## src/hw/rtl/gbi_pkg.sv

```systemverilog
// Shared types and constants of the grid bilinear interpolator.
// Holds the request and result structs, mode and register codes, and FSM state types.
// No dependencies.
`default_nettype none

package gbi_pkg;

    localparam logic [1:0] MODE_LOAD_X    = 2'd0;
    localparam logic [1:0] MODE_LOAD_Y    = 2'd1;
    localparam logic [1:0] MODE_LOAD_SURF = 2'd2;
    localparam logic [1:0] MODE_QUERY     = 2'd3;

    localparam logic REG_X_COUNT = 1'b0;
    localparam logic REG_Y_COUNT = 1'b1;

    // Numerator magnitude, divisor, kept quotient bits, divider counter, accumulator width.
    localparam int NUM_W     = 98;
    localparam int DEN_W     = 64;
    localparam int QUOT_W    = 34;
    localparam int DIV_CNT_W = 7;
    localparam int ACC_W     = NUM_W + 1;

    typedef struct packed {
        logic [1:0]         mode;
        logic [6:0]         row_index;
        logic [6:0]         col_index;
        logic signed [31:0] load_value;
        logic signed [31:0] query_x;
        logic signed [31:0] query_y;
    } in_item_t;

    typedef struct packed {
        logic signed [31:0] interp_value;
        logic [6:0]         x_lower_node;
        logic [6:0]         y_lower_node;
        logic               on_node;
    } out_item_t;

    typedef enum logic [2:0] {
        S_IDLE,
        S_FIRST,
        S_LAST,
        S_SCAN,
        S_DONE
    } search_state_t;

    typedef enum logic [2:0] {
        T_IDLE,
        T_SEARCH,
        T_FETCH,
        T_MUL,
        T_AREA,
        T_AREA_WAIT,
        T_DIV,
        T_FINISH
    } top_state_t;

endpackage

`default_nettype wire

```

## src/hw/rtl/gbi_divider.sv

```systemverilog
// Restoring divider, one quotient bit per cycle, with an overflow flag.
// Depends on gbi_pkg (NUM_W, DEN_W, QUOT_W, DIV_CNT_W).
`default_nettype none

module gbi_divider (
    input  logic                        aclk,
    input  logic                        aresetn,
    input  logic                        start,
    input  logic [gbi_pkg::NUM_W-1:0]   num,
    input  logic [gbi_pkg::DEN_W-1:0]   den,
    output logic                        done,
    output logic [gbi_pkg::QUOT_W-1:0]  quot,
    output logic                        ovf
);
    import gbi_pkg::*;

    logic                 busy_reg, busy_next;
    logic                 done_reg, done_next;
    logic [DIV_CNT_W-1:0] cnt_reg, cnt_next;
    logic [NUM_W-1:0]     num_reg, num_next;
    logic [DEN_W-1:0]     den_reg, den_next;
    logic [DEN_W-1:0]     rem_reg, rem_next;
    logic [QUOT_W-1:0]    quot_reg, quot_next;
    logic                 ovf_reg, ovf_next;
    logic [DEN_W:0]       shifted;
    logic [DEN_W:0]       diff;
    logic                 fits;

    assign shifted = {rem_reg, num_reg[NUM_W-1]};
    assign diff    = shifted - {1'b0, den_reg};
    assign fits    = (shifted >= {1'b0, den_reg});

    always_comb begin
        busy_next = busy_reg;
        done_next = done_reg;
        cnt_next  = cnt_reg;
        num_next  = num_reg;
        den_next  = den_reg;
        rem_next  = rem_reg;
        quot_next = quot_reg;
        ovf_next  = ovf_reg;
        if (start) begin
            busy_next = 1'b1;
            done_next = 1'b0;
            cnt_next  = DIV_CNT_W'(NUM_W - 1);
            num_next  = num;
            den_next  = den;
            rem_next  = '0;
            quot_next = '0;
            ovf_next  = 1'b0;
        end else if (busy_reg) begin
            num_next  = {num_reg[NUM_W-2:0], 1'b0};
            rem_next  = fits ? diff[DEN_W-1:0] : shifted[DEN_W-1:0];
            ovf_next  = ovf_reg | quot_reg[QUOT_W-1];
            quot_next = {quot_reg[QUOT_W-2:0], fits};
            cnt_next  = cnt_reg - DIV_CNT_W'(1);
            if (cnt_reg == '0) begin
                busy_next = 1'b0;
                done_next = 1'b1;
            end
        end
    end

    always_ff @(posedge aclk) begin
        if (!aresetn) begin
            busy_reg <= 1'b0;
            done_reg <= 1'b0;
        end else begin
            busy_reg <= busy_next;
            done_reg <= done_next;
        end
        cnt_reg  <= cnt_next;
        num_reg  <= num_next;
        den_reg  <= den_next;
        rem_reg  <= rem_next;
        quot_reg <= quot_next;
        ovf_reg  <= ovf_next;
    end

    assign done = done_reg;
    assign quot = quot_reg;
    assign ovf  = ovf_reg;

endmodule

`default_nettype wire

```

## config.mk

```make
export PLATFORM = sky130hd
export DESIGN_NAME = gbi_divider
export DESIGN_NICKNAME = d
export VERILOG_FILES = /design/src/hw/rtl/gbi_pkg.sv /design/src/hw/rtl/gbi_divider.sv
export SDC_FILE = /design/constraint.sdc
export NUM_CORES = 1
export LEC_CHECK = 0
export ABC_AREA = 1
export BUFFER_PORTS_ARGS = -buffer_cell sky130_fd_sc_hd__buf_2
export CAP_MARGIN = 0
export CELL_PAD_IN_SITES_DETAIL_PLACEMENT = 1
export CELL_PAD_IN_SITES_GLOBAL_PLACEMENT = 2
export CORE_MARGIN = 2
export CORE_UTILIZATION = 31
export CTS_BUF_LIST = sky130_fd_sc_hd__clkbuf_4
export DETAILED_ROUTE_END_ITERATION = 7
export MAX_ROUTING_LAYER = met4
export PLACE_DENSITY_LB_ADDON = 0.1
export SYNTH_ARGS = -nofsm -noshare
export SYNTH_HDL_FRONTEND = slang
export SYNTH_SLANG_ARGS = --single-unit
```

## constraint.sdc

```tcl
create_clock -name aclk -period 3.8 [get_ports aclk]
set_clock_uncertainty 0.15 [all_clocks]
set_input_delay 0.19 -clock aclk [delete_from_list [all_inputs] [get_ports aclk]]
set_output_delay 0.19 -clock aclk [all_outputs]
set_load 0.02 [all_outputs]
```

==> results of run 1 <==
-- cell families (layout without fill, tap and decap cells) --
kind of cell | Yosys count | after routing | share of synthesized area
and+or+nand+nor | 1230 | 1230 | 0.314
xor gates and xnor gates | 33 | 33 | 0.0182
buffers and inverters | 378 | 999 | 0.0920
DFF | 270 | 270 | 0.443
other | 0 | 9 | 0
adders and majority gates | 67 | 67 | 0.0533
AOI/OAI and AO/OA | 217 | 217 | 0.0792
-- report_power, final --
group / switching, uW / internal, uW
sequential: 58.1 / 3310
clock: 1450 / 1560
combinational: 540 / 445
total: 2050 / 5310
-- stage by stage --
stage / total power, uW / util
after floorplan: 3830 / -
after global placement: 4110 / 0.349
after detailed placement: 4120 / 0.349
after CTS: 7420 / 0.434
after global routing: 7770 / 0.435
final: 7360 / 0.435
-- per-layer routing --
layer  global-route usage  wire length (microns)  vias to the layer above
met1                0.300                  28500                     7791
met3               0.0445                   2370                       94
met5                    -                      0                        -
met4               0.0728                   1600                        0
met2                0.425                  31200                      313
li1                     -                      -                     8139
-- final timing paths --
| check | from | endpoint | slack (ns) | cells after the start |
|---|---|---|---|---|
| worst min register to register | rem_reg[1]$_SDFFE_PP0P_ | rem_reg[1]$_SDFFE_PP0P_ | 0.32 | 2 |
| worst max register to register | den_reg[36]$_DFFE_PP_ | rem_reg[49]$_SDFFE_PP0P_ | 0.42 | 16 |
| worst max-delay path | den_reg[36]$_DFFE_PP_ | rem_reg[49]$_SDFFE_PP0P_ | 0.42 | 16 |
| worst min-delay path | num[93] | num_reg[93]$_DFFE_PP_ | 0.07 | 4 |
-- critical path, cell delays in order, from the launching register on --
cell	delay [ns]
edfxtp_1	0.33
inv_1	0.05
ha_1	0.35
a21oi_1	0.27
nand2_1	0.16
nand2_1	0.10
nand2_1	0.07
nand2_1	0.08
nand2_1	0.07
nand2_1	0.07
nand2_1	0.08
nor2_4	0.44
nand2_4	0.33
buf_4	0.31
or2_1	0.22
nand3_1	0.08
nand2_1	0.06
-- synth_stat cells (11+ instances only) --
library cell / n / share of area
clkbuf_1: 43 / 0.010
edfxtp_1: 162 / 0.31
o21ai_0: 55 / 0.017
nor2_1: 187 / 0.044
inv_1: 311 / 0.074
o22ai_1: 32 / 0.013
nor2_2: 11 / 0.0043
nand2_1: 862 / 0.20
ha_1: 66 / 0.052
a21oi_1: 72 / 0.023
buf_2: 11 / 0.0035
nand3_1: 95 / 0.030
dfxtp_1: 108 / 0.14
o21bai_1: 14 / 0.0066
o211ai_1: 26 / 0.012
nand4_1: 30 / 0.012
xnor2_1: 29 / 0.016
nor3_1: 14 / 0.0044
-- final cells by class --
class                           count  area (sq um)
Clock buffer                      123           923
Sequential cell                   270          7030
Clock inverter                     26           150
Timing Repair Buffer              531          4340
Tap cell                          672           841
Fill cell                        6309         28500
Inverter                          319          1200
Multi-Input combinational cell   1547          7390
Antenna cell                        9          22.5
-- repair_timing --
| action | 4_1_cts | 5_1_grt |
|---|---|---|
| gates resized for setup | 0 | 0 |
| hold buffers | 320 | 0 |
| endpoints found under the setup margin | 0 | 0 |
| hold endpoints to repair | 216 | 0 |
==> flow_metrics.py, run 1 <==
metrics = {
    "run_status": {
        "status": "complete, no violations",
    },
    "sta": {
        "period_share": 0.889,
        "rsz0062_at_grt": "false",
        "post-route-min-period_ns": 3.38,
        "drv_slew": 0,
        "fin_setup_tns_ns": 0,
        "hold_viol_final": 0,
        "fmax_ghz": 0.296,
        "worstMarginPinSlew_ns": 0.963,
        "setup_viol": 0,
        "hold_ws_ns": 0.0656,
        "slew_headroom": 0.357,
        "setup_ws_ns": 0.422,
    },
    "worst_setup_path": {
        "cp-start-kind": "register",
        "critPathArrivalTime_ns": 3.91,
        "crit_path_max_fanout": 29,
        "crit_type": "reg -> reg",
        "cp_data_required_time_ns": 4.33,
        "cp-end-kind": "register",
    },
    "global_routing": {
        "grt_max_degree": 148,
        "grt_overflow": 0,
        "antenna_found_initial": 8,
        "gr-usage-all-layers": 0.249,
        "grt_pass1_wl_microns": 99400,
        "grt_pass1_vias": 17900,
    },
    "synth": {
        "ys_types": 42,
        "synth_seq_cells": 270,
        "netlist_area_sq_mm": 0.0159,
        "synth_edf_count": 162,
        "ys_async_sr_fraction": 0,
        "syn-num-nets": 2427,
        "synthFlopType": "edfxtp_1",
        "synthCells": 2195,
        "yosys_warnings": 0,
        "synth_seq_area_share": 0.443,
        "syn_avg_cell_area_sq_um": 7.22,
    },
    "route": {
        "dr.pass1.iters": 5,
        "drt_iter0_markers": 694,
        "wl_per_cell_microns": 18.2,
        "wl_microns": 63700,
        "drc": 0,
        "drt-vias-per-instance": 4.67,
        "vias": 16300,
        "ant_nets": 0,
    },
    "placed_design": {
        "place.gp.congestion": 0.909,
        "dp.cells": 3019,
        "numPortBuffers": 200,
        "postPlaceCellArea_sq_mm": 0.0176,
        "dp_slack_ns": 0.302,
        "place_hpwl_microns": 43500,
    },
    "clock_tree": {
        "clk_pin_slew_worst_paths_ns": 0.07,
        "worstSkewPairLatency_ns": 0.84,
        "cts.sink_count": 270,
        "cts_tree": "yes",
        "cts.htree.levels": 3,
        "cts_inserted_buffers": 81,
        "clk_path_buf_depth": 3,
        "root_buffer": "clkbuf_4",
        "cts_setup_buffers": 0,
    },
    "layout": {
        "stdcell_area_sq_mm": 0.0219,
        "drive_gt1_frac": 0.134,
        "instances_no_fill": 3497,
        "largest_reg_flops": 98,
        "area_delta_synth_final_pct": 38.1,
        "fin_nets": 2982,
        "layout_common_cells": "nand2_1, dlygate4sd3_1, inv_1, buf_2, nor2_1",
        "layout_commonest_cell": "nand2_1",
    },
    "floorplanning": {
        "fp.dieW_microns": 230,
        "coreArea_sq_mm": 0.0504,
        "io_pins": 201,
        "die_h_microns": 230,
        "rows": 82,
        "initial_core_util": 0.315,
        "die-area_sq_mm": 0.0530,
    },
    "power": {
        "p_leak_uw": 0.0107,
        "ir_drop_uv": 262,
        "powerDensity_mw_per_mm2": 336,
    },
    "run": {
        "cap_violations": 0,
    },
    "hold_path": {
        "hp-class": "in -> reg",
    },
}
Note: power is estimated with default switching activity, not from simulation.
==> inputs of run 2 (changes only) <==
MAX_ROUTING_LAYER = default   (was met4)
==> flow_metrics.py, run 2 (synthesis results as in run 1) <==
metrics = {
    "layout": {
        "fin_nets": 3005,
        "multi_input_area_sq_mm": 0.00739,
        "stdcell_area_sq_mm": 0.0221,
        "area_delta_synth_final_pct": 39.5,
        "layout_commonest_cell": "nand2_1",
        "n_fill_cell": 6249,
        "layout_common_cells": "nand2_1, dlygate4sd3_1, inv_1, buf_2, nor2_1",
        "drive_gt1_frac": 0.133,
        "regArea_sq_mm": 0.00703,
        "fin_util": 0.439,
        "largest_reg_flops": 98,
    },
    "sta": {
        "rsz0062_at_grt": "false",
        "drv_slew": 0,
        "setup_viol": 0,
        "worstMarginPinSlew_ns": 0.974,
        "fmax_ghz": 0.284,
        "post-route-min-period_ns": 3.52,
        "slew_headroom": 0.351,
        "setup_ws_ns": 0.281,
        "fin_setup_tns_ns": 0,
        "hold_viol_final": 0,
        "period_share": 0.926,
    },
    "placed_design": {
        "dp_slack_ns": 0.298,
        "place.gp.congestion": 0.923,
        "numPortBuffers": 200,
        "place_hpwl_microns": 43400,
        "postPlaceCellArea_sq_mm": 0.0176,
    },
    "floorplanning": {
        "coreArea_sq_mm": 0.0504,
        "io_pins": 201,
        "rows": 82,
        "die_h_microns": 230,
        "initial_core_util": 0.315,
        "die-area_sq_mm": 0.0530,
        "fp.dieW_microns": 230,
    },
    "route": {
        "drt-vias-per-instance": 4.69,
        "wl_microns": 64900,
        "drt_iter0_markers": 707,
        "wl_per_cell_microns": 18.4,
        "vias": 16500,
        "drc": 0,
        "dr.pass1.iters": 5,
        "ant_nets": 0,
    },
    "power": {
        "powerDensity_mw_per_mm2": 332,
        "p_leak_uw": 0.0108,
        "ir_drop_uv": 256,
    },
    "clock_tree": {
        "cts_setup_buffers": 0,
        "cts_inserted_buffers": 80,
        "post_cts_resize_count": 0,
        "cts.sink_count": 270,
        "worstSkewPairLatency_ns": 0.87,
        "clk_path_buf_depth": 3,
        "cts_tree": "yes",
        "root_buffer": "clkbuf_4",
        "cts.htree.levels": 3,
        "clk_pin_slew_worst_paths_ns": 0.07,
        "ctsHoldBuffers": 344,
    },
    "worst_setup_path": {
        "crit_chain": "inv_1, ha_1, nand2_1, inv_2, nand2_1, nor3b_1, nand3_1, o21ai_2, nor2_4, nand2_4, buf_12, nand2_1, o211ai_1, nand2_1",
        "cpLargestDelayFamily": "simple AND/OR/NAND/NOR gates",
        "critPathSlowestCell": "nor3b_1",
        "cp-start-kind": "register",
        "slowest_delay_ns": 0.55,
        "cp_data_required_time_ns": 4.33,
        "crit_path_frequent_cell": "nand2_1",
        "crit_buf_inv": 3,
        "crit_type": "reg -> reg",
        "crit_path_max_fanout": 44,
        "cp-end-kind": "register",
        "critPathArrivalTime_ns": 4.05,
    },
    "global_routing": {
        "grt_max_degree": 99,
        "grt_pass1_wl_microns": 101000,
        "grt_overflow": 0,
        "gr-usage-all-layers": 0.245,
        "grt_pass1_vias": 17900,
        "antenna_found_initial": 8,
    },
    "hold_path": {
        "hp-class": "in -> reg",
    },
    "run_status": {
        "status": "complete, no violations",
    },
    "run": {
        "cap_violations": 0,
    },
}
==> run 2: cell count changes in the layout (fill, tap and decap cells not counted) <==
cell / delta
clkbuf_4: -4
clkinv_1: -4
clkinv_2: +2
diode_2: +5
dlygate4sd3_1: +24
inv_2: +1
==> run 2: metrics by stage <==
step | hold slack, ns | std cells | total power [uW]
after CTS | 0.00131 | 3507 | 7380
after detailed placement | 0.218 | 3019 | 4120
after floorplan | 0.139 | 2195 | 3830
final | 0.0925 | 3521 | 7330
after global routing | 0.0384 | 3519 | 7720
after global placement | 0.217 | 3019 | 4110
==> run 2: final timing paths <==
path	from	cells after the start	slack [ns]	to
worst max-delay path	den_reg[58]$_DFFE_PP_	14	0.28	rem_reg[7]$_SDFFE_PP0P_
worst min-delay path	num[62]	4	0.09	num_reg[62]$_DFFE_PP_
worst max register to register	den_reg[58]$_DFFE_PP_	14	0.28	rem_reg[7]$_SDFFE_PP0P_
worst min register to register	quot[15]$_SDFFE_PP0P_	2	0.32	quot[16]$_SDFFE_PP0P_
==> run 2: power by group <==
group	switching, uW	leakage (uW)	internal (uW)	total (uW)
Combinational	551	0.00767	461	1010
Clock	1440	0.000618	1510	2950
Sequential	60.7	0.00250	3310	3370
==> run 2: cell type report <==
cell class	count	share of cell area
Antenna cell	14	0.00158
Sequential cell	270	0.318
Timing Repair Buffer	555	0.207
Clock inverter	25	0.00673
Tap cell	672	0.0380
Clock buffer	119	0.0404
Multi-Input combinational cell	1547	0.334
Inverter	319	0.0543
==> run 2: worst register-to-register path: stages, from the launching register on <==
cell and delay, ns:
edfxtp_1 0.32, inv_1 0.05, ha_1 0.37, nand2_1 0.15
inv_2 0.10, nand2_1 0.21, nor3b_1 0.55, nand3_1 0.17
o21ai_2 0.20, nor2_4 0.14, nand2_4 0.38, buf_12 0.28
nand2_1 0.10, o211ai_1 0.10, nand2_1 0.09
==> run 2: metal layers <==
layer,part of all wire,global-route usage,vias to the layer above
met5,0,0,-
met2,0.49,0.436,314
li1,-,-,8190
met3,0.033,0.0415,117
met1,0.45,0.299,7875
met4,0.029,0.0800,0
